`config.mk`:
```
export PLATFORM = sky130hd
export DESIGN_NAME = prc_rot
export DESIGN_NICKNAME = d
export VERILOG_FILES = /design/src/hdl/prc_pkg.sv /design/src/hdl/prc_rot.sv
export SDC_FILE = /design/constraint.sdc
export NUM_CORES = 1
export LEC_CHECK = 0
export BUFFER_PORTS_ARGS = -buffer_cell sky130_fd_sc_hd__buf_2
export CAP_MARGIN = 40
export CORE_MARGIN = 2
export CORE_UTILIZATION = 53
export CTS_CLUSTER_DIAMETER = 40
export DETAILED_ROUTE_END_ITERATION = 10
export HOLD_SLACK_MARGIN = 0.15
export PLACE_DENSITY = 0.83
export SLEW_MARGIN = 25
export SYNTH_ARGS = -nofsm -noshare
export SYNTH_HDL_FRONTEND = slang
export SYNTH_SLANG_ARGS = --single-unit
export TNS_END_PERCENT = 10
```
`constraint.sdc`:
```
create_clock -name clk -period 0.8 [get_ports clk]
set_input_delay 0.04 -clock clk [delete_from_list [all_inputs] [get_ports clk]]
set_output_delay 0.04 -clock clk [all_outputs]
set_load 0.05 [all_outputs]
```
`src/hdl/prc_pkg.sv`:
```
// ----------------------------------------------------------------------------
// prc_pkg
// Shared types, widths and constants of the polar/rectangular CORDIC converter.
// ----------------------------------------------------------------------------
package prc_pkg;

    // command codes
    localparam logic CMD_P2R = 1'b0;   // polar to rectangular (rotation)
    localparam logic CMD_R2P = 1'b1;   // rectangular to polar (vectoring)

    localparam int TABLE_LEN  = 24;
    localparam int ITERATIONS = 16;
    localparam int ITER_N     = (ITERATIONS < TABLE_LEN) ? ITERATIONS : TABLE_LEN;
    localparam int IDX_W      = $clog2(TABLE_LEN);

    // extra fraction bits below Q8.8 in the datapath
    localparam int GUARD = 12;
    localparam int DW    = 32;   // x / y datapath width
    localparam int ZW    = 32;   // angle accumulator, 2^32 units per turn
    localparam int MAG_W = DW - 1;
    localparam int PROD_W = MAG_W + 32;
    localparam int SCALE_SHIFT = 32 + GUARD;
    localparam int RND_W = 64;
    localparam int Q_W   = RND_W - SCALE_SHIFT;

    localparam logic [31:0]      GAIN_INV   = 32'h9B74EDA8;
    localparam logic [RND_W-1:0] ROUND_HALF = 64'd1 << (SCALE_SHIFT - 1);

    localparam logic [ZW-1:0] ATAN_TAB [0:TABLE_LEN-1] = '{
        32'h20000000, 32'h12E4051E, 32'h09FB385B, 32'h051111D4, 32'h028B0D43,
        32'h0145D7E1, 32'h00A2F61E, 32'h00517C55, 32'h0028BE53, 32'h00145F2F,
        32'h000A2F98, 32'h000517CC, 32'h00028BE6, 32'h000145F3, 32'h0000A2FA,
        32'h0000517D, 32'h000028BE, 32'h0000145F, 32'h00000A30, 32'h00000518,
        32'h0000028C, 32'h00000146, 32'h000000A3, 32'h00000051
    };

    // working vector of one beat
    typedef struct packed {
        logic signed [DW-1:0] x;
        logic signed [DW-1:0] y;
        logic        [ZW-1:0] z;
    } prc_vec_t;

    // mode and pass-through fields that ride along with the beat
    typedef struct packed {
        logic        vec;       // vectoring (rectangular to polar)
        logic        zero;      // zero input vector
        logic [15:0] pass_hi;   // length_in (rotation) or x_in (vectoring)
        logic [15:0] pass_lo;   // angle_in  (rotation) or y_in (vectoring)
    } prc_side_t;

endpackage

```
`src/hdl/prc_rot.sv`:
```
// ----------------------------------------------------------------------------
// prc_rot
// One CORDIC micro-rotation stage; the stage index is tied to a constant.
// ----------------------------------------------------------------------------
module prc_rot (
    input  logic                     clk,
    input  logic                     rst_n,
    input  logic                     adv,
    input  logic [prc_pkg::IDX_W-1:0] stage,
    input  logic                     valid_in,
    input  prc_pkg::prc_vec_t        vec_in,
    input  prc_pkg::prc_side_t       side_in,
    output logic                     valid_reg,
    output prc_pkg::prc_vec_t        vec_reg,
    output prc_pkg::prc_side_t       side_reg
);
    import prc_pkg::*;

    logic signed [DW-1:0] dx;
    logic signed [DW-1:0] dy;
    logic                 pos;
    prc_vec_t             vec_next;

    always_comb
    begin
        dx = vec_in.y >>> stage;
        dy = vec_in.x >>> stage;
        // rotation drives z to zero, vectoring drives y to zero
        pos = side_in.vec ? vec_in.y[DW-1] : ~vec_in.z[ZW-1];
        if (pos)
        begin
            vec_next.x = vec_in.x - dx;
            vec_next.y = vec_in.y + dy;
            vec_next.z = vec_in.z - ATAN_TAB[stage];
        end
        else
        begin
            vec_next.x = vec_in.x + dx;
            vec_next.y = vec_in.y - dy;
            vec_next.z = vec_in.z + ATAN_TAB[stage];
        end
    end

    always_ff @(posedge clk or negedge rst_n)
    begin
        if (!rst_n)
            valid_reg <= 1'b0;
        else if (adv)
            valid_reg <= valid_in;
    end

    always_ff @(posedge clk)
    begin
        if (adv)
        begin
            vec_reg  <= vec_next;
            side_reg <= side_in;
        end
    end

endmodule

```
==> results.md, run 1 <==
* Status: aborted with a tool error
* Halt Stage: global routing
* Tool error: [ERROR GRT-0232] Routing congestion too high. Check the congestion heatmap in the GUI.
* Num Clock Sinks at ~130
* Final GP Congestion at ~1.1
* Synthesized flop and latch total at 131
* Total CTS buffers at 17
* CTS max path bufs at 2
* Distinct cells, synth at 100
* Synth Area per Inst at 9.40 sq um
* Largest net degree at the start of global routing at 23
* DPL Wire Length at 57400 microns
* GR Overflow Total at approximately 440
* Die height at 176 microns
* Row Count at 63
* Synthesized area at 15700 sq um
* Seq/Total Area, Yosys at 25.0%
* Worst endpoint type: register data pin
* CTS Root Cell: clkbuf_16
* Die Wd at about 180 microns
* Post-synth EDFFs at 130
* Dpl cells at roughly 3000
* H-tree depth at 4
* Mapped Cells at between 1500 and 2000
* GRT Total Usage at 87.6%
* Worst EP post-GRT repair: vec_reg[62]$_DFFE_PP_/D
* Ys flop type: edfxtp_1
* Port bufs at between 200 and 300
* Post-synthesis net count at 1923
* Starting Density at about 53%
* IO Pins at 270
* Ys Warns at 0
* Post-synth ARST share at less than 1%
## kinds of logic after synthesis
| kind of cell | share of synthesized area, % |
|---|---|
| AO/OA/AOI/OAI | 20.2 |
| AND/OR/NAND/NOR | 14.3 |
| multiplexers | 17.7 |
| XOR/XNOR | 9.37 |
| buffers and inverters | 4.23 |
| flip-flops | 25.0 |
| adder cells (fa/ha/maj) | 9.23 |
## cells in the mapped netlist (11+ instances only)
library cell	number	area, sq um
o211ai_1	14	105
o221ai_1	14	123
buf_2	18	90.1
o21ai_0	99	495
mux2_2	34	383
ha_1	111	1390
mux2i_1	52	521
nor2b_1	23	144
and2_1	11	68.8
clkbuf_1	42	158
nand2_1	146	548
a211oi_1	15	113
nand2b_1	22	138
and3_1	25	156
nor2_1	131	492
nor3_1	34	170
nand3_1	32	160
o21a_1	22	165
xnor2_1	110	963
edfxtp_1	130	3900
a21oi_1	143	716
mux4_2	71	1600
inv_1	41	154
a31oi_1	22	138
a21o_1	28	210
xor2_1	58	508
## metrics by stage
step	utilization (%)	hold slack [ns]	instance area, sq um	setup TNS (ns)	setup WS, ns
after CTS	88.6	0.0256	26000	-321.94	-4.02
after global placement	77.9	-0.185	22900	-347.66	-4.60
after detailed placement	77.9	-0.171	22900	-362.47	-4.84
after floorplan	-	-0.256	16100	-290.16	-4.01
## layer usage
metal / GRT overflow / track usage, %
met4: 152 / 93.6
met1: 10 / 84.3
met3: 13 / 76.0
met2: 269 / 102
met5: 0 / 46.5
## what timing repair did
action	CTS
gates resized for setup	363
cloned	5
pin swaps	119
endpoints found under the hold margin	57
hold buffers	37
setup endpoints to repair	227
setup buffers	84
==> run 2, diff against run 1 <==
- CORE_UTILIZATION: 53 -> 40
- CTS_CLUSTER_DIAMETER: 40 -> unset
- HOLD_SLACK_MARGIN: 0.15 -> unset
- PLACE_DENSITY: 0.83 -> unset
- PLACE_DENSITY_LB_ADDON: unset -> 0.15
- clock period: 0.8 -> 1 ns (I/O delays scaled with it)
==> run 2 against run 1 <==
Net effect:
- the flow now finishes, with violations (setup timing)
- synthesized area unchanged
- synthesized cell count unchanged
==> results.md, run 2 <==
* Status: complete, but fails checks
* Failing checks: setup timing
* Die Footprint at 40900 sq um
* Final setup vio count at 227
* Wire length of the first global-routing pass at 103000 microns
* Via count at 18100
* Drt wl/cell at approximately 21 microns
* Compound-Gate Fraction of Synth Area at 20.2% (unchanged)
* Layout cells sized above 1 at 56.1%
* Total CTS buffers at 17 (unchanged)
* GRT Total Usage at between 30% and 40%
* Slew Viols, Final at 0
* Fin nets at 2953
* Final Hold Vio Count at 0
* Max_cap viols at 0
* Post-synth EDFFs at 130 (unchanged)
* Post-synth ARST share at 0.763% (unchanged)
* Core box area at just under 40000 sq um
* Mapped Cells at 1670 (unchanged)
* Die Wd at 202 microns (+15%)
* Largest family of logic cells by synthesized area: compound AO/OA/AOI/OAI gates
* Post-synthesis net count at 1923 (unchanged)
* CTS max path bufs at 2 (unchanged)
* Power Total at 43.2 mW
* Crit-path slowest cell: mux4_2
* Starting Density at 40.5% (-13 points)
* Post-synthesis mux area share at 17.7% (unchanged)
* Max stage delay on crit path at 0.52 ns
* Port bufs at 269 (unchanged)
* Final period utilization at 487%
* Worst-path cell chain: buf_16 -> buf_12 -> mux4_2 -> mux2_2 -> mux4_2 -> or2_4 -> or2_4 -> nor3_4 -> buf_4 -> a21oi_2 -> xor2_1 -> ha_1 -> buf_6 -> and3_4 -> o211ai_1 -> a21oi_1 -> o211ai_1 -> buf_4 -> nor3_4 -> nor4_4 -> o41a_1 -> buf_4 -> xnor2_2
* Num Clock Sinks at 131 (unchanged)
* Period minus WS final at slightly below 5 ns
* Synth area leader: edfxtp_1
* Seq/Total Area, Yosys at 25.0% (unchanged)
* Residual DRC at 0
* Leak Pwr at 12.0 nW
* Worst VDD drop at 0.00136 V
* Commonest non-fill, non-tap cell in the layout: buf_4
* CP arrival at 5.09 ns
* Initial antenna violation count at 0
* Dpl cells at 3046 (+2.8%)
* Vias in the first global route at around 18000
* Worst path required time at 1.23 ns
* Share of the synthesized area in the top cell type at 24.9% (unchanged)
* DRT Pass-1 Iters at 5
* Final GP Congestion at 1.03 (-3.0%)
* Ys flop type: edfxtp_1
* Initial drt markers at 1181
* CTS tree: built
* Max FO, Critical Path at 7
* Clock Skew at 0 ns
* Worst hold slack at 0.0109 ns
* Synth Area per Inst at 9.40 sq um (unchanged)
* Layout Utilization at 70.1%
* Slew margin rel. at between 50 and 60%
* Via density per instance at 5.61
* Largest net degree at the start of global routing at slightly below 50
* Startpoint class of the critical path: primary input
* P per Cell Area at 1590 nW/um^2
* XOR/XNOR Fraction of Synth Area at 9.37% (unchanged)
* CTS Root Cell: clkbuf_16
* Final WS setup at -3.87 ns
* Commonest non-fill, non-tap cells in the layout: buf_4 (713), buf_2 (180), buf_6 (133)
* Pre-CTS setup slack at -4.67 ns (+0.171 ns)
* IO Pins at 270 (unchanged)
* Distinct cells, synth at 100 (unchanged)
* Max reg flops at 96
* Layout Cells excl Fill at 3231
* Die height at 202 microns (+15%)
* Synth top cells by count: nand2_1 (146), a21oi_1 (143), nor2_1 (131)
* Adder and majority cell fraction of the synthesized area at 9.23% (unchanged)
* Synthesized flop and latch total at 131 (unchanged)
* H-tree depth at 4 (unchanged)
* Final WL at 69100 microns
* Ys Warns at 0 (unchanged)
* Synth top area cells: edfxtp_1 (25%), mux4_2 (10%), ha_1 (8.8%), xnor2_1 (6.1%), a21oi_1 (4.6%)
* GR Overflow Total at 0
* Crit. End Element: flop
* CP dominant cell by count: buf_4
* Hold/Removal Path Class: primary input to flop
* DPL Wire Length at 52000 microns (-9.5%)
* Synthesized area at 15700 sq um (unchanged)
* Diodes inserted at 0
* Final ANT Viol Nets at 0
* RSZ-0062 raised after global routing: yes
* Area growth syn-to-layout at 72.9%
* Worst skew pair latency at 0.46 ns
* Reg clk slew, reported paths at 0.07 ns
* Row Count at 72 (+14%)
* Actual slew at the worst max-slew pin at 0.677 ns
* Most common cell in the netlist: nand2_1
* Setup Crit Path Kind: primary input to flop
* Post-synthesis simple-gate area fraction at 14.3% (unchanged)
* F_max at 205 MHz
## run 2: path summary, 6_finish.rpt
check                      startpoint           to  slack [ns]  depth (start not counted)
max                          stage[0]  vec_reg[61]       -3.87                         23
min                        vec_in[32]  vec_reg[32]        0.01                          3
max reg2reg                 valid_reg    valid_reg        0.25                          1
min reg2reg                 valid_reg    valid_reg        0.53                          1
max in group asynchronous       rst_n    valid_reg        0.45                          3
min in group asynchronous       rst_n    valid_reg        0.44                          3
## run 2: layout make-up
class | count | area [sq um]
repair buffers | 1102 | 8920
fillers | 2904 | 11600
clock inverters | 15 | 164
well taps | 518 | 648
inverters | 45 | 193
flip-flops and latches | 131 | 3930
clock buffers | 17 | 425
multi-input cells | 1403 | 12900
## run 2: what timing repair did
action	4_1_cts	5_1_grt
pin swaps	124	133
setup endpoints to repair	227	227
endpoints found under the hold margin	47	0
hold buffers	38	0
gates resized for setup	455	189
setup buffers	86	52
cloned	3	1
## run 2: cell families (layout without fill, tap and decap cells)
kind of cell | after synthesis | after routing
XOR/XNOR | 168 | 168
adder cells (fa/ha/maj) | 114 | 114
AO/OA/AOI/OAI | 481 | 481
buffers and inverters | 136 | 1179
flip-flops | 131 | 131
AND/OR/NAND/NOR | 471 | 471
multiplexers | 169 | 169
## run 2: through the flow
step	cell area, sq um	TNS (ns)
5_1_grt	27200	-289.46
3_3_place_gp	22700	-341.84
6_report	27200	-272.63
3_5_place_dp	22700	-347.34
2_1_floorplan	16100	-271.73
4_1_cts	26100	-264.50
## run 2: worst max-delay path: cells and delay by family
family,cells,cell delay [ns]
compound gates,5,0.97
fa+ha+maj,1,0.34
buf+inv,6,0.84
xor+xnor,2,0.26
simple gates,6,1.28
mux,3,1.34
## run 2: per-layer routing
metal  wire length (microns)  share of wire [%]  up-vias  global-route usage (%)
li1                        -                  -     8455                       -
met1                   27400                 40     8789                    39.3
met2                   33900                 49      722                    56.6
met3                    4410                6.4      176                    5.48
met4                    3370                4.9        0                    15.6
met5                       0                  0        -                       0
## run 2: power breakdown
group          total [mW]  switching [mW]  internal [mW]  leakage, nW
sequential           8.48           0.512           7.97         1.28
clock                6.47            2.94           3.53        0.287
combinational        28.3            15.2           13.1         10.5
total                43.2            18.6           24.6         12.0
(Power assumes the default switching activity.)
