[config.mk]
export PLATFORM = sky130hd
export DESIGN_NAME = prc_scale
export DESIGN_NICKNAME = d
export VERILOG_FILES = /design/src/hdl/prc_pkg.sv /design/src/hdl/prc_scale.sv
export SDC_FILE = /design/constraint.sdc
export NUM_CORES = 2
export LEC_CHECK = 0
export BUFFER_PORTS_ARGS = -buffer_cell sky130_fd_sc_hd__buf_2
export CAP_MARGIN = 20
export CORE_MARGIN = 2
export CORE_UTILIZATION = 55
export DETAILED_ROUTE_END_ITERATION = 6
export GPL_TIMING_DRIVEN = 0
export PLACE_DENSITY = 0.79
export SETUP_SLACK_MARGIN = 0.1
export SLEW_MARGIN = 10
export SYNTH_ARGS = -nofsm -noshare
export SYNTH_HDL_FRONTEND = slang
export SYNTH_SLANG_ARGS = --single-unit
[constraint.sdc]
create_clock -name clk -period 16 [get_ports clk]
set_clock_uncertainty 0.15 [all_clocks]
set_input_delay 3.2 -clock clk [delete_from_list [all_inputs] [get_ports clk]]
set_output_delay 3.2 -clock clk [all_outputs]
set_load 0.005 [all_outputs]
[src/hdl/prc_pkg.sv]
// ----------------------------------------------------------------------------
// prc_pkg
// Shared types, widths and constants of the polar/rectangular CORDIC converter.
// ----------------------------------------------------------------------------
package prc_pkg;

    // command codes
    localparam logic CMD_P2R = 1'b0;   // polar to rectangular (rotation)
    localparam logic CMD_R2P = 1'b1;   // rectangular to polar (vectoring)

    localparam int TABLE_LEN  = 24;
    localparam int ITERATIONS = 16;
    localparam int ITER_N     = (ITERATIONS < TABLE_LEN) ? ITERATIONS : TABLE_LEN;
    localparam int IDX_W      = $clog2(TABLE_LEN);

    // extra fraction bits below Q8.8 in the datapath
    localparam int GUARD = 12;
    localparam int DW    = 32;   // x / y datapath width
    localparam int ZW    = 32;   // angle accumulator, 2^32 units per turn
    localparam int MAG_W = DW - 1;
    localparam int PROD_W = MAG_W + 32;
    localparam int SCALE_SHIFT = 32 + GUARD;
    localparam int RND_W = 64;
    localparam int Q_W   = RND_W - SCALE_SHIFT;

    localparam logic [31:0]      GAIN_INV   = 32'h9B74EDA8;
    localparam logic [RND_W-1:0] ROUND_HALF = 64'd1 << (SCALE_SHIFT - 1);

    localparam logic [ZW-1:0] ATAN_TAB [0:TABLE_LEN-1] = '{
        32'h20000000, 32'h12E4051E, 32'h09FB385B, 32'h051111D4, 32'h028B0D43,
        32'h0145D7E1, 32'h00A2F61E, 32'h00517C55, 32'h0028BE53, 32'h00145F2F,
        32'h000A2F98, 32'h000517CC, 32'h00028BE6, 32'h000145F3, 32'h0000A2FA,
        32'h0000517D, 32'h000028BE, 32'h0000145F, 32'h00000A30, 32'h00000518,
        32'h0000028C, 32'h00000146, 32'h000000A3, 32'h00000051
    };

    // working vector of one beat
    typedef struct packed {
        logic signed [DW-1:0] x;
        logic signed [DW-1:0] y;
        logic        [ZW-1:0] z;
    } prc_vec_t;

    // mode and pass-through fields that ride along with the beat
    typedef struct packed {
        logic        vec;       // vectoring (rectangular to polar)
        logic        zero;      // zero input vector
        logic [15:0] pass_hi;   // length_in (rotation) or x_in (vectoring)
        logic [15:0] pass_lo;   // angle_in  (rotation) or y_in (vectoring)
    } prc_side_t;

endpackage

[src/hdl/prc_scale.sv]
// ----------------------------------------------------------------------------
// prc_scale
// Gain compensation and output formatting: magnitude, multiply by 1/K,
// round half away from zero, saturate, select pass-through fields.
// ----------------------------------------------------------------------------
module prc_scale (
    input  logic                clk,
    input  logic                rst_n,
    input  logic                adv,
    input  logic                valid_in,
    input  prc_pkg::prc_vec_t   vec_in,
    input  prc_pkg::prc_side_t  side_in,
    output logic                valid_reg,
    output logic signed [16:0]  x_out,
    output logic signed [16:0]  y_out,
    output logic        [15:0]  length_out,
    output logic signed [15:0]  angle_out
);
    import prc_pkg::*;

    // stage A: sign and magnitude, rounded angle
    logic                 a_valid_reg;
    logic                 a_xneg_reg, a_yneg_reg;
    logic [MAG_W-1:0]     a_xmag_reg, a_ymag_reg;
    logic [15:0]          a_ang_reg;
    prc_side_t            a_side_reg;
    logic [DW-1:0]        xabs_next, yabs_next;
    logic [ZW-1:0]        zrnd_next;

    // stage B: products
    logic                 b_valid_reg;
    logic                 b_xneg_reg, b_yneg_reg;
    logic [PROD_W-1:0]    b_xprod_reg, b_yprod_reg;
    logic [15:0]          b_ang_reg;
    prc_side_t            b_side_reg;

    // stage C: output register
    logic [RND_W-1:0]     xrnd, yrnd;
    logic [Q_W-1:0]       xq, yq;
    logic [15:0]          xsat, ysat;
    logic signed [16:0]   xfin, yfin;
    logic signed [16:0]   x_next, y_next;
    logic [15:0]          length_next;
    logic [15:0]          angle_next;

    always_comb
    begin
        xabs_next = vec_in.x[DW-1] ? DW'(-vec_in.x) : DW'(vec_in.x);
        yabs_next = vec_in.y[DW-1] ? DW'(-vec_in.y) : DW'(vec_in.y);
        zrnd_next = vec_in.z + ZW'(32'h8000);
    end

    always_comb
    begin
        xrnd = RND_W'(b_xprod_reg) + ROUND_HALF;
        yrnd = RND_W'(b_yprod_reg) + ROUND_HALF;
        xq   = xrnd[RND_W-1:SCALE_SHIFT];
        yq   = yrnd[RND_W-1:SCALE_SHIFT];
        xsat = (|xq[Q_W-1:16]) ? 16'hFFFF : xq[15:0];
        ysat = (|yq[Q_W-1:16]) ? 16'hFFFF : yq[15:0];
        xfin = b_xneg_reg ? -$signed({1'b0, xsat}) : $signed({1'b0, xsat});
        yfin = b_yneg_reg ? -$signed({1'b0, ysat}) : $signed({1'b0, ysat});

        if (b_side_reg.vec)
        begin
            x_next      = {b_side_reg.pass_hi[15], b_side_reg.pass_hi};
            y_next      = {b_side_reg.pass_lo[15], b_side_reg.pass_lo};
            length_next = b_side_reg.zero ? 16'h0000 : xfin[15:0];
            angle_next  = b_side_reg.zero ? 16'h0000 : b_ang_reg;
        end
        else
        begin
            x_next      = xfin;
            y_next      = yfin;
            length_next = b_side_reg.pass_hi;
            angle_next  = b_side_reg.pass_lo;
        end
    end

    always_ff @(posedge clk or negedge rst_n)
    begin
        if (!rst_n)
        begin
            a_valid_reg <= 1'b0;
            b_valid_reg <= 1'b0;
            valid_reg   <= 1'b0;
        end
        else if (adv)
        begin
            a_valid_reg <= valid_in;
            b_valid_reg <= a_valid_reg;
            valid_reg   <= b_valid_reg;
        end
    end

    always_ff @(posedge clk)
    begin
        if (adv)
        begin
            a_xneg_reg  <= vec_in.x[DW-1];
            a_yneg_reg  <= vec_in.y[DW-1];
            a_xmag_reg  <= xabs_next[MAG_W-1:0];
            a_ymag_reg  <= yabs_next[MAG_W-1:0];
            a_ang_reg   <= zrnd_next[ZW-1:ZW-16];
            a_side_reg  <= side_in;

            b_xneg_reg  <= a_xneg_reg;
            b_yneg_reg  <= a_yneg_reg;
            b_xprod_reg <= PROD_W'(a_xmag_reg) * PROD_W'(GAIN_INV);
            b_yprod_reg <= PROD_W'(a_ymag_reg) * PROD_W'(GAIN_INV);
            b_ang_reg   <= a_ang_reg;
            b_side_reg  <= a_side_reg;

            x_out       <= x_next;
            y_out       <= y_next;
            length_out  <= length_next;
            angle_out   <= angle_next;
        end
    end

endmodule

Yosys cells after proc, flatten, opt, wreduce, memory -nomap -nowiden:

Cells that the tools add are included.
W data, S select, Z words.

* bits in registers: 355
* bits of input ports: 134
* logic and storage cells: 48

* add/subtract/negate cells: 7
* multipliers: 2
* mux-type cells: 12
* reductions and logical operators: 2

Operators by type and width (count)
* $add A63 B44 Y64 const B: 2
* $mul A31 B29 Y60 const B: 2
* $mux W16: 6
* $mux W17: 4
* $mux W31: 2
* $neg A31 Y31: 2
* $neg A16 Y17: 2
* $add A32 B16 Y32 const B: 1
* $reduce_or A4 Y1: 2

Longest topological paths before layout:

* word-level depth: 7
* mapped depth: 25
* gate-level depth less buffers: 25

Worst setup path before layout:

Ideal clock, no wire load.

* kind: flip-flop to flip-flop
* start point: register a_ymag_reg[8]
* end point: register b_yprod_reg[62], data pin
* data arrival time: 6.815 ns
* data required time: 15.592 ns
* setup slack: 8.777 ns
* stages on the path, launching flop included: 25
* path buffers: 0
* period minus slack after synthesis: 7.223 ns
* cells stage by stage: edfxtp_1 > inv_1 > fa_1 > fa_1 > inv_1 > fa_1 > inv_1 > fa_1 > inv_1 > fa_1 > fa_1 > fa_1 > inv_1 > fa_1 > inv_1 > ha_1 > a21o_1 > a221o_1 > nand2_1 > o211ai_1 > a2111oi_0 > o21ai_1 > a31oi_1 > o21ba_1 > xnor2_1

* cells in the longest elaborated chain, start to end: 1

Ends and longest elaborated chain
* start, declared: line prc_scale.sv:24 `logic [MAG_W-1:0] a_xmag_reg, a_ymag_reg;`
* start signal, assigned: line prc_scale.sv:103 `a_ymag_reg <= yabs_next[MAG_W-1:0];`
* $mul A31 B29 Y60: line prc_scale.sv:110 `b_yprod_reg <= PROD_W'(a_ymag_reg) * PROD_W'(GAIN_INV);`
* end signal, assigned: line prc_scale.sv:110
* end, declared: line prc_scale.sv:33 `logic [PROD_W-1:0] b_xprod_reg, b_yprod_reg;`

Every way passes these cells.
A chain may end at the register's enable or synchronous reset.

Worst setup path after layout:

Ends and elaborated chain as after synthesis.

==> impl_metrics.tcl <==
set metrics [dict create \
    avgViaCountPerCell 5.38 \
    endpoint "b_yprod_reg[62]" \
    worstReg2RegEnd "b_yprod_reg[62]" \
    cts_root_buffer "sky130_fd_sc_hd__clkbuf_16" \
    routedWlPerCell_um 20.1 \
    areaGrowthSynthToFinish_pct 7.50 \
    max_stage_delay_ns 0.82 \
    worstSetupStartpoint "a_ymag_reg[8]" \
    initialDrtViolationCount 1809 \
    final_nets 6064 \
    crit_slowest_cell "sky130_fd_sc_hd__a221oi_1" \
    yosysWarningCount 0 \
    number_of_global_route_vias_before_repair 32132 \
    fmax_mhz 104 \
    synthFlopType "sky130_fd_sc_hd__edfxtp_1" \
    status "finished clean" \
    worst-r2r-setup-slack_ns 6.42 \
    final_layout_size_suffix_gt1_frac 0.0586 \
    tritoncts "done" \
    detailed_placer_s_ending_hpwl_um 95700 \
    num_vias 29275 \
    synth.distinct_cells 73 \
    cts-root-to-sink-buffers 3 \
    worst_slack_ns 6.42 \
    async_reset_ff_frac 0.0109 \
    hold_class "reg2reg" \
    floorplan.rows 105 \
    grt_use_total 0.270 \
    timing.rr.start "a_ymag_reg[8]" \
    post_cts_hold_buffer_count 0 \
    critical_path.max_fanout 6 \
    die_height_um 292 \
    syn-cell-area_mm2 0.0457 \
    tightest_slew_ns 1.21 \
    totalWireLength_um 109000 \
    setup_viol_count_final 0 \
    cp.required_ns 16.16 \
    report.final.hold_viol_count 0 \
    final.fill_count 6556 \
    max_cap_viol_count 0 \
    worstSetupPathType "reg2reg" \
    numCtsBuffers 34 \
    detailedPlace.worstSlack_ns 6.66 \
    number_of_pins_exceeding_their_max_slew_limit_in_the_final_report 0 \
    place.gp.congestion 1.00 \
    total_negative_slack_ns 0 \
    timing.hold.worst.start "a_side_reg[20]" \
    synth-seq-area-share 0.180 \
    max_slew_margin 0.189 \
    worstSetupEndpointType "register" \
    avgSynthCellArea_um2 11.1 \
    dpl.cell_count 5379 \
    timing.critical_path.cells "inv_1 > fa_1 > fa_1 > inv_1 > fa_1 > fa_1 > fa_1 > fa_1 > fa_1 > inv_1 > fa_1 > inv_1 > ha_1 > a21oi_1 > o31ai_1 > a221oi_1 > o211ai_1 > a2111oi_0 > o21ai_1 > a31oi_1 > o21ba_1 > xnor2_1" \
    post-cts-setup-buffers 0 \
    drcViolationCount 0 \
    first_pass_iteration_count_of_the_detailed_router 6 \
    fin_crit_sh 0.599 \
    ctsResizeCount 0 \
    drt.antenna.violating_nets 0 \
    cts_max_level 2 \
    design.die.area_mm2 0.0854 \
    core_area_mm2 0.0821 \
    utilization 0.598 \
    reg2regPathDepth 22 \
    post_synth_inst_count 4122 \
    finalCriticalPeriod_ns 9.58 \
    overflow 0 \
    io_buffer_count 185 \
    initial_antenna_violation_count 1 \
    critical_path.most_common_cell "sky130_fd_sc_hd__fa_1" \
    cts_sink_cnt 275 \
    cts.clk_slew.worst_paths_ns 0.06 \
    crit_arrival_ns 9.74 \
    clock_insertion_delay_worst_skew_ns 0.58 \
    number_of_enable_type_register_cells_in_the_synthesized_netlist 272 \
    rsz0062_at_grt "no" \
    die_w_um 292 \
    synth-seq-cells 275 \
    design.portCount 201 \
    wire_length_of_the_first_global_routing_pass_um 176000 \
    synthesis.nets 5841 \
    initial_utilization 0.556 \
    grt_max_degree 108 \
    finalNonFillerCells 5441 \
    startpoint_type "register" \
]
metal layers:
metal | routed length (um) | vias to the layer above | share of wire | global-route usage
met5 | 0 | - | 0 | 0
met4 | 4940 | 0 | 0.045 | 0.103
met3 | 6530 | 237 | 0.060 | 0.0365
met2 | 53800 | 945 | 0.49 | 0.463
met1 | 44200 | 14643 | 0.40 | 0.351
li1 | - | 13450 | - | -
area by class of cell:
class	instances	area [um^2]	share of cell area
Multi-Input combinational cell	2578	32700	0.665
Sequential cell	275	8240	0.168
Inverter	1239	4650	0.0947
Tap cell	1070	1340	0.0273
Timing Repair Buffer	187	991	0.0202
Clock buffer	41	877	0.0179
Clock inverter	20	219	0.00446
Buffer	30	114	0.00232
Antenna cell	1	2.50	0.0000510
logic make-up (layout without fill, tap and decap cells):
logic type / after synthesis / count (layout) / share of synthesized area
AO/OA/AOI/OAI: 411 / 411 / 0.0580
XOR/XNOR: 153 / 153 / 0.0293
adder cells (fa/ha/maj): 1585 / 1585 / 0.579
buffers and inverters: 1269 / 1517 / 0.104
flip-flops: 275 / 275 / 0.180
multiplexers: 18 / 18 / 0.00414
other: 0 / 1 / 0
AND/OR/NAND/NOR: 411 / 411 / 0.0448
stage by stage:
step | instance area (um^2) | hold WS, ns
2_1_floorplan | 45700 | 0.250
3_3_place_gp | 47900 | 0.250
3_5_place_dp | 48000 | 0.255
4_1_cts | 49100 | 0.264
5_1_grt | 49100 | 0.271
6_report | 49100 | 0.265
cell usage in the layout (no fill, tap or decap), types with 9 or more instances in the layout:
cell                        synthesis  routed
sky130_fd_sc_hd__a211oi_1          12      12
sky130_fd_sc_hd__a21o_1            41      41
sky130_fd_sc_hd__a21oi_1          109     109
sky130_fd_sc_hd__a22o_1            13      13
sky130_fd_sc_hd__a31oi_1           10      10
sky130_fd_sc_hd__and3_1            23      23
sky130_fd_sc_hd__and4_1            10      10
sky130_fd_sc_hd__buf_2              1     185
sky130_fd_sc_hd__clkbuf_1          26      33
sky130_fd_sc_hd__clkbuf_16          0      34
sky130_fd_sc_hd__clkinv_1           0       9
sky130_fd_sc_hd__edfxtp_1         272     272
sky130_fd_sc_hd__fa_1             882     882
sky130_fd_sc_hd__ha_1             703     703
sky130_fd_sc_hd__inv_1           1237    1237
sky130_fd_sc_hd__mux2i_1           11      11
sky130_fd_sc_hd__nand2_1          141     141
sky130_fd_sc_hd__nand3_1           58      58
sky130_fd_sc_hd__nand4_1           21      21
sky130_fd_sc_hd__nor2_1            65      65
sky130_fd_sc_hd__nor2b_1            9       9
sky130_fd_sc_hd__nor3_1            20      20
sky130_fd_sc_hd__nor4_1            10      10
sky130_fd_sc_hd__o211ai_1          10      10
sky130_fd_sc_hd__o21a_1            19      19
sky130_fd_sc_hd__o21ai_0           71      71
sky130_fd_sc_hd__o21ai_1           34      34
sky130_fd_sc_hd__o22ai_1            9       9
sky130_fd_sc_hd__o2bb2ai_1         12      12
sky130_fd_sc_hd__o31ai_1           14      14
sky130_fd_sc_hd__or3_1             12      12
sky130_fd_sc_hd__xnor2_1          108     108
sky130_fd_sc_hd__xor2_1            45      45
Yosys cell counts (5+ instances only):
master                      instances  area, um^2
sky130_fd_sc_hd__clkbuf_1          26        97.6
sky130_fd_sc_hd__nor2_1            65         244
sky130_fd_sc_hd__xnor2_1          108         946
sky130_fd_sc_hd__nand2_1          141         529
sky130_fd_sc_hd__mux2i_1           11         110
sky130_fd_sc_hd__nand4_1           21         131
sky130_fd_sc_hd__and2_1             7        43.8
sky130_fd_sc_hd__nand2b_1           8        50.1
sky130_fd_sc_hd__nor4_1            10        62.6
sky130_fd_sc_hd__nand3_1           58         290
sky130_fd_sc_hd__ha_1             703        8800
sky130_fd_sc_hd__o31a_1             5        43.8
sky130_fd_sc_hd__or3_1             12        75.1
sky130_fd_sc_hd__a22o_1            13         114
sky130_fd_sc_hd__o21a_1            19         143
sky130_fd_sc_hd__o21ai_0           71         355
sky130_fd_sc_hd__a21o_1            41         308
sky130_fd_sc_hd__and3_1            23         144
sky130_fd_sc_hd__or4_1              6        45.0
sky130_fd_sc_hd__xor2_1            45         394
sky130_fd_sc_hd__a21oi_1          109         546
sky130_fd_sc_hd__o2bb2ai_1         12         105
sky130_fd_sc_hd__o21ai_1           34         170
sky130_fd_sc_hd__mux2_2             7        78.8
sky130_fd_sc_hd__o41ai_1            8        70.1
sky130_fd_sc_hd__edfxtp_1         272        8170
sky130_fd_sc_hd__fa_1             882       17700
sky130_fd_sc_hd__a31oi_1           10        62.6
sky130_fd_sc_hd__and4_1            10        87.6
sky130_fd_sc_hd__o211ai_1          10        75.1
sky130_fd_sc_hd__inv_1           1237        4640
sky130_fd_sc_hd__nor2b_1            9        56.3
sky130_fd_sc_hd__nor3_1            20         100
sky130_fd_sc_hd__o22ai_1            9        56.3
sky130_fd_sc_hd__a211oi_1          12        90.1
sky130_fd_sc_hd__o31ai_1           14         105
worst max-delay path: cells and delay by family (launching register included):
kind / cells / cell delay, ns
AOI/OAI and AO/OA: 8 / 3.33
xor gates and xnor gates: 1 / 0.07
DFF: 1 / 0.75
buffers and inverters: 4 / 0.56
adders and majority gates: 9 / 4.44
worst min-delay path by stage:
stage,to,cells after the start,slack [ns]
floorplan,b_ang_reg[0],0,0.25
global placement,b_side_reg[14],0,0.25
detailed placement,b_ang_reg[13],0,0.25
CTS,b_side_reg[20],0,0.26
global route,b_side_reg[23],0,0.27
finish,b_side_reg[20],0,0.27
Power is left out: the tool's default activity adds up to more than one toggle a clock period on the data nets, which glitch-free logic cannot reach.
