==> src/hdl/prc_pkg.sv <==
// ----------------------------------------------------------------------------
// prc_pkg
// Shared types, widths and constants of the polar/rectangular CORDIC converter.
// ----------------------------------------------------------------------------
package prc_pkg;

    // command codes
    localparam logic CMD_P2R = 1'b0;   // polar to rectangular (rotation)
    localparam logic CMD_R2P = 1'b1;   // rectangular to polar (vectoring)

    localparam int TABLE_LEN  = 24;
    localparam int ITERATIONS = 16;
    localparam int ITER_N     = (ITERATIONS < TABLE_LEN) ? ITERATIONS : TABLE_LEN;
    localparam int IDX_W      = $clog2(TABLE_LEN);

    // extra fraction bits below Q8.8 in the datapath
    localparam int GUARD = 12;
    localparam int DW    = 32;   // x / y datapath width
    localparam int ZW    = 32;   // angle accumulator, 2^32 units per turn
    localparam int MAG_W = DW - 1;
    localparam int PROD_W = MAG_W + 32;
    localparam int SCALE_SHIFT = 32 + GUARD;
    localparam int RND_W = 64;
    localparam int Q_W   = RND_W - SCALE_SHIFT;

    localparam logic [31:0]      GAIN_INV   = 32'h9B74EDA8;
    localparam logic [RND_W-1:0] ROUND_HALF = 64'd1 << (SCALE_SHIFT - 1);

    localparam logic [ZW-1:0] ATAN_TAB [0:TABLE_LEN-1] = '{
        32'h20000000, 32'h12E4051E, 32'h09FB385B, 32'h051111D4, 32'h028B0D43,
        32'h0145D7E1, 32'h00A2F61E, 32'h00517C55, 32'h0028BE53, 32'h00145F2F,
        32'h000A2F98, 32'h000517CC, 32'h00028BE6, 32'h000145F3, 32'h0000A2FA,
        32'h0000517D, 32'h000028BE, 32'h0000145F, 32'h00000A30, 32'h00000518,
        32'h0000028C, 32'h00000146, 32'h000000A3, 32'h00000051
    };

    // working vector of one beat
    typedef struct packed {
        logic signed [DW-1:0] x;
        logic signed [DW-1:0] y;
        logic        [ZW-1:0] z;
    } prc_vec_t;

    // mode and pass-through fields that ride along with the beat
    typedef struct packed {
        logic        vec;       // vectoring (rectangular to polar)
        logic        zero;      // zero input vector
        logic [15:0] pass_hi;   // length_in (rotation) or x_in (vectoring)
        logic [15:0] pass_lo;   // angle_in  (rotation) or y_in (vectoring)
    } prc_side_t;

endpackage

==> src/hdl/prc_prep.sv <==
// ----------------------------------------------------------------------------
// prc_prep
// Input stage: quadrant fold for rotation, half-plane fold for vectoring,
// scaling to the datapath format.
// ----------------------------------------------------------------------------
module prc_prep (
    input  logic               clk,
    input  logic               rst_n,
    input  logic               adv,
    input  logic               beat,
    input  logic               command,
    input  logic signed [15:0] x_in,
    input  logic signed [15:0] y_in,
    input  logic        [15:0] length_in,
    input  logic signed [15:0] angle_in,
    output logic               valid_reg,
    output prc_pkg::prc_vec_t  vec_reg,
    output prc_pkg::prc_side_t side_reg
);
    import prc_pkg::*;

    logic signed [16:0] ang_ext;
    logic signed [16:0] ang_adj;
    logic               flip;
    logic signed [DW-1:0] len_s;
    logic signed [DW-1:0] xv_s;
    logic signed [DW-1:0] yv_s;
    prc_vec_t  vec_next;
    prc_side_t side_next;

    always_comb
    begin
        ang_ext = {angle_in[15], angle_in};
        flip    = 1'b0;
        ang_adj = ang_ext;
        if (ang_ext > 17'sd16384)
        begin
            ang_adj = ang_ext - 17'sd32768;
            flip    = 1'b1;
        end
        else if (ang_ext < -17'sd16384)
        begin
            ang_adj = ang_ext + 17'sd32768;
            flip    = 1'b1;
        end

        len_s = DW'({length_in, {GUARD{1'b0}}});
        xv_s  = {{(DW-16-GUARD){x_in[15]}}, x_in, {GUARD{1'b0}}};
        yv_s  = {{(DW-16-GUARD){y_in[15]}}, y_in, {GUARD{1'b0}}};

        if (command == CMD_R2P)
        begin
            // fold the left half plane onto the right, start at pi
            if (x_in[15])
            begin
                vec_next.x = -xv_s;
                vec_next.y = -yv_s;
                vec_next.z = {1'b1, {(ZW-1){1'b0}}};
            end
            else
            begin
                vec_next.x = xv_s;
                vec_next.y = yv_s;
                vec_next.z = '0;
            end
            side_next.vec     = 1'b1;
            side_next.zero    = (x_in == 16'sd0) && (y_in == 16'sd0);
            side_next.pass_hi = x_in;
            side_next.pass_lo = y_in;
        end
        else
        begin
            vec_next.x = flip ? -len_s : len_s;
            vec_next.y = '0;
            vec_next.z = {ang_adj[15:0], 16'h0000};
            side_next.vec     = 1'b0;
            side_next.zero    = 1'b0;
            side_next.pass_hi = length_in;
            side_next.pass_lo = angle_in;
        end
    end

    always_ff @(posedge clk or negedge rst_n)
    begin
        if (!rst_n)
            valid_reg <= 1'b0;
        else if (adv)
            valid_reg <= beat;
    end

    always_ff @(posedge clk)
    begin
        if (adv)
        begin
            vec_reg  <= vec_next;
            side_reg <= side_next;
        end
    end

endmodule

==> config.mk <==
export PLATFORM = sky130hd
export DESIGN_NAME = prc_prep
export DESIGN_NICKNAME = d
export VERILOG_FILES = /design/src/hdl/prc_pkg.sv /design/src/hdl/prc_prep.sv
export SDC_FILE = /design/constraint.sdc
export NUM_CORES = 1
export LEC_CHECK = 0
export BUFFER_PORTS_ARGS = -buffer_cell sky130_fd_sc_hd__buf_2
export CORE_MARGIN = 3
export CORE_UTILIZATION = 43
export DETAILED_ROUTE_END_ITERATION = 8
export GPL_ROUTABILITY_DRIVEN = 0
export GPL_TIMING_DRIVEN = 0
export PLACE_DENSITY = 0.73
export SLEW_MARGIN = 40
export SYNTH_ARGS = -nofsm -noshare
export SYNTH_HDL_FRONTEND = slang
export SYNTH_SLANG_ARGS = --single-unit
export TNS_END_PERCENT = 1
==> constraint.sdc <==
create_clock -name clk -period 1.1 [get_ports clk]
set_input_delay 0.055 -clock clk [delete_from_list [all_inputs] [get_ports clk]]
set_output_delay 0.055 -clock clk [all_outputs]
set_load 0.02 [all_outputs]
== After elaboration in Yosys (flattened, before gate mapping) ==
Index checks and enable logic that the tools add are counted.
Storage, ports and cells
  bits in registers: 131
  input port bits: 69
  output and inout port bits: 131
  word-level logic and storage cells: 29
Operators by class
  add/subtract/negate cells: 5
  magnitude comparators: 2
  muxes and demuxes: 8
  reductions and logical operators: 4
Operators with widths (number)
  two-way mux 96 bit: 2
  negator 28 -> 32 bit: 3
  two-way mux 34 bit: 1
  logical NOT 16 bit: 2
  two-way mux 16 bit: 2
  two-way mux 32 bit: 1
  adder 16 bit, second input constant: 1
  > comparator 16 bit, second input constant: 1
  less-than comparator 16 x 15 -> 1 bit, second input constant: 1
  subtractor 16 bit, second input constant: 1
  two-way mux 1 bit: 2
  AND reduction 2 bit: 1
  logical AND 1 bit: 1

== Longest topological paths before layout ==
Gate-level depths: netlist of the first run.
  depth in word-level cells: 5
  mapped depth: 7
  depth with buffers taken out: 7

== Least setup slack after synthesis of the first run ==
OpenSTA, ideal clock, no wires.
  path type: input port to flip-flop
  from: input port x_in[8]
  to: register vec_reg[90] in the netlist's numbering (data pin)
  library setup time: 273 ps
  data arrival time: 1551 ps
  data required time: 827 ps
  path slack: -724 ps
  cell stages on the path: 6
  path buffers: 1
  cells stage by stage: or4_1 > or3_1 > buf_2 > o41ai_2 > xor2_1 > mux2i_1
RTL lines
  start, declared: RTL line prc_prep.sv:12  | input logic signed [15:0] x_in,
  end signal, assigned: RTL line prc_prep.sv:95  | vec_reg <= vec_next;
  end, declared: RTL line prc_prep.sv:17  | output prc_pkg::prc_vec_t vec_reg,

==> results.sh, run 1 <==
export IMPL_status="finished with violations"
export IMPL_violations="negative setup slack"
export IMPL_end_kind="register"
export IMPL_antenna_left=0
export IMPL_drt_wirelength_per_cell_um=17.4
export IMPL_rsz0062_at_grt="true"
export IMPL_grt_overflow=0
export IMPL_synth_flop_cell="edfxtp_1"
export IMPL_layout_setup_ws_ps=-513
export IMPL_power_mw=9.08
export IMPL_max_stage_delay_ps=530
export IMPL_cts_sinks=90
export IMPL_syn_cell_area_sq_um=4810
export IMPL_synth_adder_area_share_pct=0.781
export IMPL_pre_cts_ws_ps=-1190
export IMPL_r2r_start="valid_reg$_DFFE_PN0P_"
export IMPL_slew_viol_final=0
export IMPL_dp_cells=726
export IMPL_synth_warnings=0
export IMPL_synth_edf_count=89
export IMPL_hold_viol_final=0
export IMPL_ios=200
export IMPL_synthCells=392
export IMPL_whs_endpoint="side_reg[11]$_DFFE_PP_"
export IMPL_hold_path_class="in2reg"
export IMPL_p_per_area_nw_per_um2=1380
export IMPL_synth_simple_area_share_pct=12.2
export IMPL_io_buffers=158
export IMPL_synth_top_family_by_area="simple AND/OR/NAND/NOR gates"
export IMPL_totalWireLength_mm=13.0
export IMPL_maxCapViolations=0
export IMPL_fp_row_count=37
export IMPL_synth_xor_area_share_pct=7.11
export IMPL_die_width_um=112
export IMPL_final_nets=681
export IMPL_clkLatencyLatePin_ps=360
export IMPL_hpwlAfterDp_mm=9.58
export IMPL_holdPathStages=2
export IMPL_largest_register_ffs=56
export IMPL_clk_pin_slew_ps=90
export IMPL_grtUsageTotal_pct=20.8
export IMPL_synthToLayoutAreaGrowth_pct=36.5
export IMPL_syn_area_per_cell_sq_um=12.3
export IMPL_synthArstFlopShare_pct=1.11
export IMPL_rr_endpoint="valid_reg$_DFFE_PN0P_"
export IMPL_first_pass_iters=4
export IMPL_holdWs_ps=18.3
export IMPL_peakVddDrop_mv=0.723
export IMPL_synth_compound_area_share_pct=9.45
export IMPL_tightest_slew_ps=510
export IMPL_coreArea_sq_um=10600
export IMPL_ys_seq_area_share_pct=56.1
export IMPL_finalCriticalPeriod_ps=1610
export IMPL_drc=0
export IMPL_vias=3802
export IMPL_period_share_pct=147
export IMPL_layout_drive_gt1_share_pct=44.8
export IMPL_maxClockFrequency_mhz=620
export IMPL_relSlewSlack_pct=66.0
export IMPL_path_class="in2reg"
export IMPL_finalSetupViolations=31
export IMPL_antenna_found_initial=0
export IMPL_crit_path_start_kind="primary input"
export IMPL_grt_pass1_vias=3894
export IMPL_diodes=0
export IMPL_grt_pass1_wl_mm=20.5
export IMPL_crit_required_ps=1200
export IMPL_die_height_um=112
export IMPL_rr_worst_depth=1
export IMPL_final_cells=750
export IMPL_n_fill_cell=890
export IMPL_synth_mux_area_share_pct=5.81
export IMPL_yosys_register_bits=90
export IMPL_grt_max_degree=51
export IMPL_cpMaxStageDelayCell="or4_4"
export IMPL_avgViaCountPerCell=5.07
export IMPL_die_area_sq_um=12500
export IMPL_drtIter0Drc=209
export IMPL_regToRegSetupSlack_ps=350
export IMPL_placed_area_sq_um=5950
export IMPL_fin_skew_ps=0
export IMPL_cp_max_fo=7
export IMPL_arrival_ps=1710
export IMPL_cts_root_buffer="clkbuf_8"
export IMPL_cts_htree_levels=3
export IMPL_min_from="y_in[11]"
export IMPL_path_cells="buf_8, or4_4, or3_4, or3_4, o2111ai_2, mux2i_1"
export IMPL_crit_top_cell="or3_4"
export IMPL_start_util_pct=45.3
export IMPL_cts_tree="built"
export IMPL_postLayoutCellArea_sq_um=6560
export IMPL_post_synth_num_cell_types=42
export IMPL_cts_buffer_depth=2
export IMPL_cts_buffers=9
export IMPL_p_leak_nw=2.83
==> final cells by class <==
cell class                      instances  area, sq um  share of cell area, %
Tap cell                              136          170                   2.59
Clock buffer                           12          145                   2.21
Clock inverter                          4         98.8                   1.51
Multi-Input combinational cell        274         2070                   31.6
Buffer                                 57          397                   6.05
Inverter                                9         33.8                  0.515
Timing Repair Buffer                  168          946                   14.4
Sequential cell                        90         2700                   41.1
==> synthesized netlist by cell type, types with 2 or more instances <==
| library cell | number | area [sq um] |
|---|---|---|
| o31ai_1 | 9 | 67.6 |
| clkbuf_1 | 13 | 48.8 |
| inv_1 | 9 | 33.8 |
| o21ai_1 | 4 | 20.0 |
| nor2b_1 | 16 | 100 |
| nor4_1 | 11 | 68.8 |
| mux2_2 | 15 | 169 |
| nand2_1 | 18 | 67.6 |
| mux2i_1 | 11 | 110 |
| or4_1 | 4 | 30.0 |
| nand2b_1 | 6 | 37.5 |
| nor3_1 | 7 | 35.0 |
| o21ai_0 | 17 | 85.1 |
| buf_4 | 41 | 308 |
| o41ai_1 | 3 | 26.3 |
| nand3_1 | 4 | 20.0 |
| buf_1 | 3 | 11.3 |
| o311ai_0 | 2 | 17.5 |
| ha_1 | 3 | 37.5 |
| o41ai_2 | 2 | 32.5 |
| o21a_1 | 6 | 45.0 |
| xor2_1 | 17 | 149 |
| nor2_1 | 5 | 18.8 |
| xnor2_1 | 22 | 193 |
| and2_1 | 16 | 100 |
| or2_2 | 2 | 12.5 |
| edfxtp_1 | 89 | 2670 |
| or3_1 | 11 | 68.8 |
| a21o_1 | 13 | 97.6 |
==> per-stage QoR <==
stage                     TNS, ps  util, %
after floorplan            -16260        -
after global placement    -120120     55.8
after detailed placement   -48150     56.1
after CTS                   -8630     60.9
after global routing       -10700     61.9
final                       -8760     61.9
==> critical path, delay by kind of cell <==
kind,cells,cell delay (ps)
buffers and inverters,1,100
multiplexers,1,100
AO/OA/AOI/OAI,1,70
AND/OR/NAND/NOR,3,1390
==> how the worst max path moves through the flow <==
stage	from	endpoint	cells after the start
2_1_floorplan	x_in[8]	vec_reg[90]$_DFFE_PP_	6
3_3_place_gp	angle_in[15]	vec_reg[88]$_DFFE_PP_	7
3_5_place_dp	angle_in[15]	vec_reg[88]$_DFFE_PP_	7
4_1_cts	x_in[8]	vec_reg[88]$_DFFE_PP_	7
5_1_grt	x_in[9]	vec_reg[88]$_DFFE_PP_	6
6_report	x_in[9]	vec_reg[88]$_DFFE_PP_	6
==> per-layer routing <==
layer	global-route usage, %	routed length, um
met3	3.53	917
met5	0	0
met1	27.3	5520
met2	33.9	6180
met4	9.41	404
==> report_power, final <==
part,internal [mW],switching (mW),leakage [nW]
registers,4.15,0.0828,0.876
clock network,1.58,1.18,0.121
logic,0.797,1.29,1.83
total,6.53,2.55,2.83
==> cells by family after synthesis <==
logic type / Yosys count
adders and majority gates: 3
buffers and inverters: 67
DFF: 90
other: 1
muxes: 26
xor gates and xnor gates: 39
and+or+nand+nor: 103
AOI/OAI and AO/OA: 63
==> cell usage in the layout (no fill, tap or decap), drive strengths merged, types with 11 or more instances in the layout <==
cell    count
nand2      18
edfxtp     89
a21o       13
mux2i      11
clkbuf     24
or3        11
nor4       11
nor2b      16
xnor2      22
xor2       17
conb       40
buf       207
mux2       15
o21ai      21
and2       16
==> timing repair <==
action | in CTS | in global routing
buffers inserted | 0 | 3
pin swaps | 3 | 12
hold buffers | 6 | 0
endpoints found under the setup margin | 57 | 50
hold endpoints to repair | 5 | 0
resized for setup | 49 | 21
cloned | 0 | 0
Power figures use the tool's default switching activity.
==> inputs of run 2 (changes only) <==
- CORE_UTILIZATION: 43 -> 52
- PLACE_DENSITY: 0.73 -> 0.86
- SKIP_CTS_REPAIR_TIMING: default -> 1
==> results.sh, run 2 (same netlist as run 1, synthesis figures left out) <==
export IMPL_final_common_cell="buf_2"
export IMPL_final_core_util_pct=71.7
export IMPL_antenna_left=0
export IMPL_status="finished with violations"
export IMPL_r2r_start="valid_reg$_DFFE_PN0P_"
export IMPL_rr_worst_depth=1
export IMPL_crit_path_start_kind="primary input"
export IMPL_min_from="x_in[8]"
export IMPL_hpwlAfterDp_mm=9.67
export IMPL_cts_tree="built"
export IMPL_largest_register_ffs=56
export IMPL_drc=0
export IMPL_ios=200
export IMPL_synthToLayoutAreaGrowth_pct=32.0
export IMPL_coreArea_sq_um=8850
export IMPL_grt_overflow=0
export IMPL_clkLatencyLatePin_ps=350
export IMPL_avgViaCountPerCell=5.32
export IMPL_whs_endpoint="side_reg[24]$_DFFE_PP_"
export IMPL_antenna_found_initial=0
export IMPL_maxClockFrequency_mhz=571
export IMPL_io_buffers=158
export IMPL_peakVddDrop_mv=0.766
export IMPL_fin_skew_ps=0
export IMPL_final_nets=679
export IMPL_cts_buffer_depth=2
export IMPL_start_util_pct=54.3
export IMPL_slew_viol_final=0
export IMPL_regToRegSetupSlack_ps=360
export IMPL_rr_endpoint="valid_reg$_DFFE_PN0P_"
export IMPL_layout_setup_ws_ps=-652
export IMPL_grt_max_degree=60
export IMPL_diodes=0
export IMPL_end_kind="register"
export IMPL_fp_row_count=34
export IMPL_violations="negative setup slack"
export IMPL_drt_wirelength_per_cell_um=17.9
export IMPL_max_stage_delay_ps=530
export IMPL_p_per_area_nw_per_um2=1330
export IMPL_totalWireLength_mm=12.9
export IMPL_crit_required_ps=1190
export IMPL_grtUsageTotal_pct=23.6
export IMPL_finalCriticalPeriod_ps=1750
export IMPL_finalSetupViolations=46
export IMPL_die_width_um=102
export IMPL_rsz0062_at_grt="true"
export IMPL_vias=3819
export IMPL_cts_htree_levels=3
export IMPL_die_area_sq_um=10400
export IMPL_layout_common_cells="154 x buf_2, 89 x edfxtp_1, 44 x buf_4"
export IMPL_holdPathStages=2
export IMPL_relSlewSlack_pct=52.6
export IMPL_p_leak_nw=2.75
export IMPL_path_class="in2reg"
export IMPL_hold_path_class="in2reg"
export IMPL_arrival_ps=1850
export IMPL_cts_sinks=90
export IMPL_die_height_um=102
export IMPL_holdWs_ps=31.9
export IMPL_first_pass_iters=5
export IMPL_layout_drive_gt1_share_pct=43.0
export IMPL_grt_pass1_wl_mm=18.6
export IMPL_tightest_slew_ps=711
export IMPL_maxCapViolations=0
export IMPL_hold_viol_final=0
export IMPL_pre_cts_ws_ps=-1090
export IMPL_clk_pin_slew_ps=90
export IMPL_cts_buffers=9
export IMPL_period_share_pct=159
export IMPL_cpMaxStageDelayCell="or4_4"
export IMPL_cp_max_fo=5
export IMPL_drtIter0Drc=134
export IMPL_cts_root_buffer="clkbuf_8"
export IMPL_grt_pass1_vias=3799
export IMPL_path_cells="buf_8, or4_4, or3_4, buf_6, o41ai_4, xor2_1, mux2i_1"
-- run 2: cell types whose count changed in the layout (fill, tap and decap cells not counted), moves of 2 or more --
cell and change:
bufinv_16 -2, o21ai_0 +3, o31ai_1 +2, o21ai_2 -2, buf_8 -2, dlygate4sd3_1 -2
nor4_2 -3, nor4_1 +2, clkbuf_1 +5
-- run 2: routing by layer --
layer	up-vias	part of all wire, %	global-route usage (%)
met4	0	1.3	10.8
met3	17	9.6	6.21
met5	-	0	0
li1	1791	-	-
met1	1800	37	27.5
met2	211	52	40.8
-- run 2: per-stage QoR --
step	power [mW]	setup TNS (ps)	instance area [sq um]	instances
global route	8.73	-16390	6350	718
finish	8.41	-13510	6350	718
floorplan	5.51	-16260	4950	431
CTS	8.36	-21740	6090	712
global placement	6.19	-116690	5880	697
detailed placement	6.25	-45370	5910	698
-- run 2: layout make-up --
type / instances / area, sq um
Fill cell: 650 / 2500
Clock buffer: 11 / 131
Clock inverter: 3 / 42.5
Tap cell: 108 / 135
Timing Repair Buffer: 165 / 905
Buffer: 58 / 387
Sequential cell: 90 / 2700
Multi-Input combinational cell: 274 / 2010
Inverter: 9 / 33.8
-- run 2: power by group --
part	switching, mW	internal (mW)	total, mW
Clock	1.12	1.03	2.15
Sequential	0.0815	4.15	4.23
Combinational	1.27	0.765	2.03
Total	2.47	5.94	8.41
-- run 2: worst max path at each step --
stage                           start                     to  slack (ps)  cells past startpoint
final                         x_in[9]  vec_reg[90]$_DFFE_PP_        -650                      7
after global routing          x_in[6]  vec_reg[90]$_DFFE_PP_        -680                      7
after CTS                 angle_in[2]  vec_reg[88]$_DFFE_PP_        -730                      7
after detailed placement  angle_in[2]  vec_reg[88]$_DFFE_PP_       -1090                      7
after global placement    angle_in[2]  vec_reg[82]$_DFFE_PP_       -1070                      7
after floorplan               x_in[8]  vec_reg[90]$_DFFE_PP_        -720                      6
-- run 2: critical path: cells and delay by family --
| kind | cells | cell delay (ps) |
|---|---|---|
| AO/OA/AOI/OAI | 1 | 350 |
| XOR/XNOR | 1 | 190 |
| buffers and inverters | 2 | 240 |
| multiplexers | 1 | 100 |
| AND/OR/NAND/NOR | 2 | 910 |
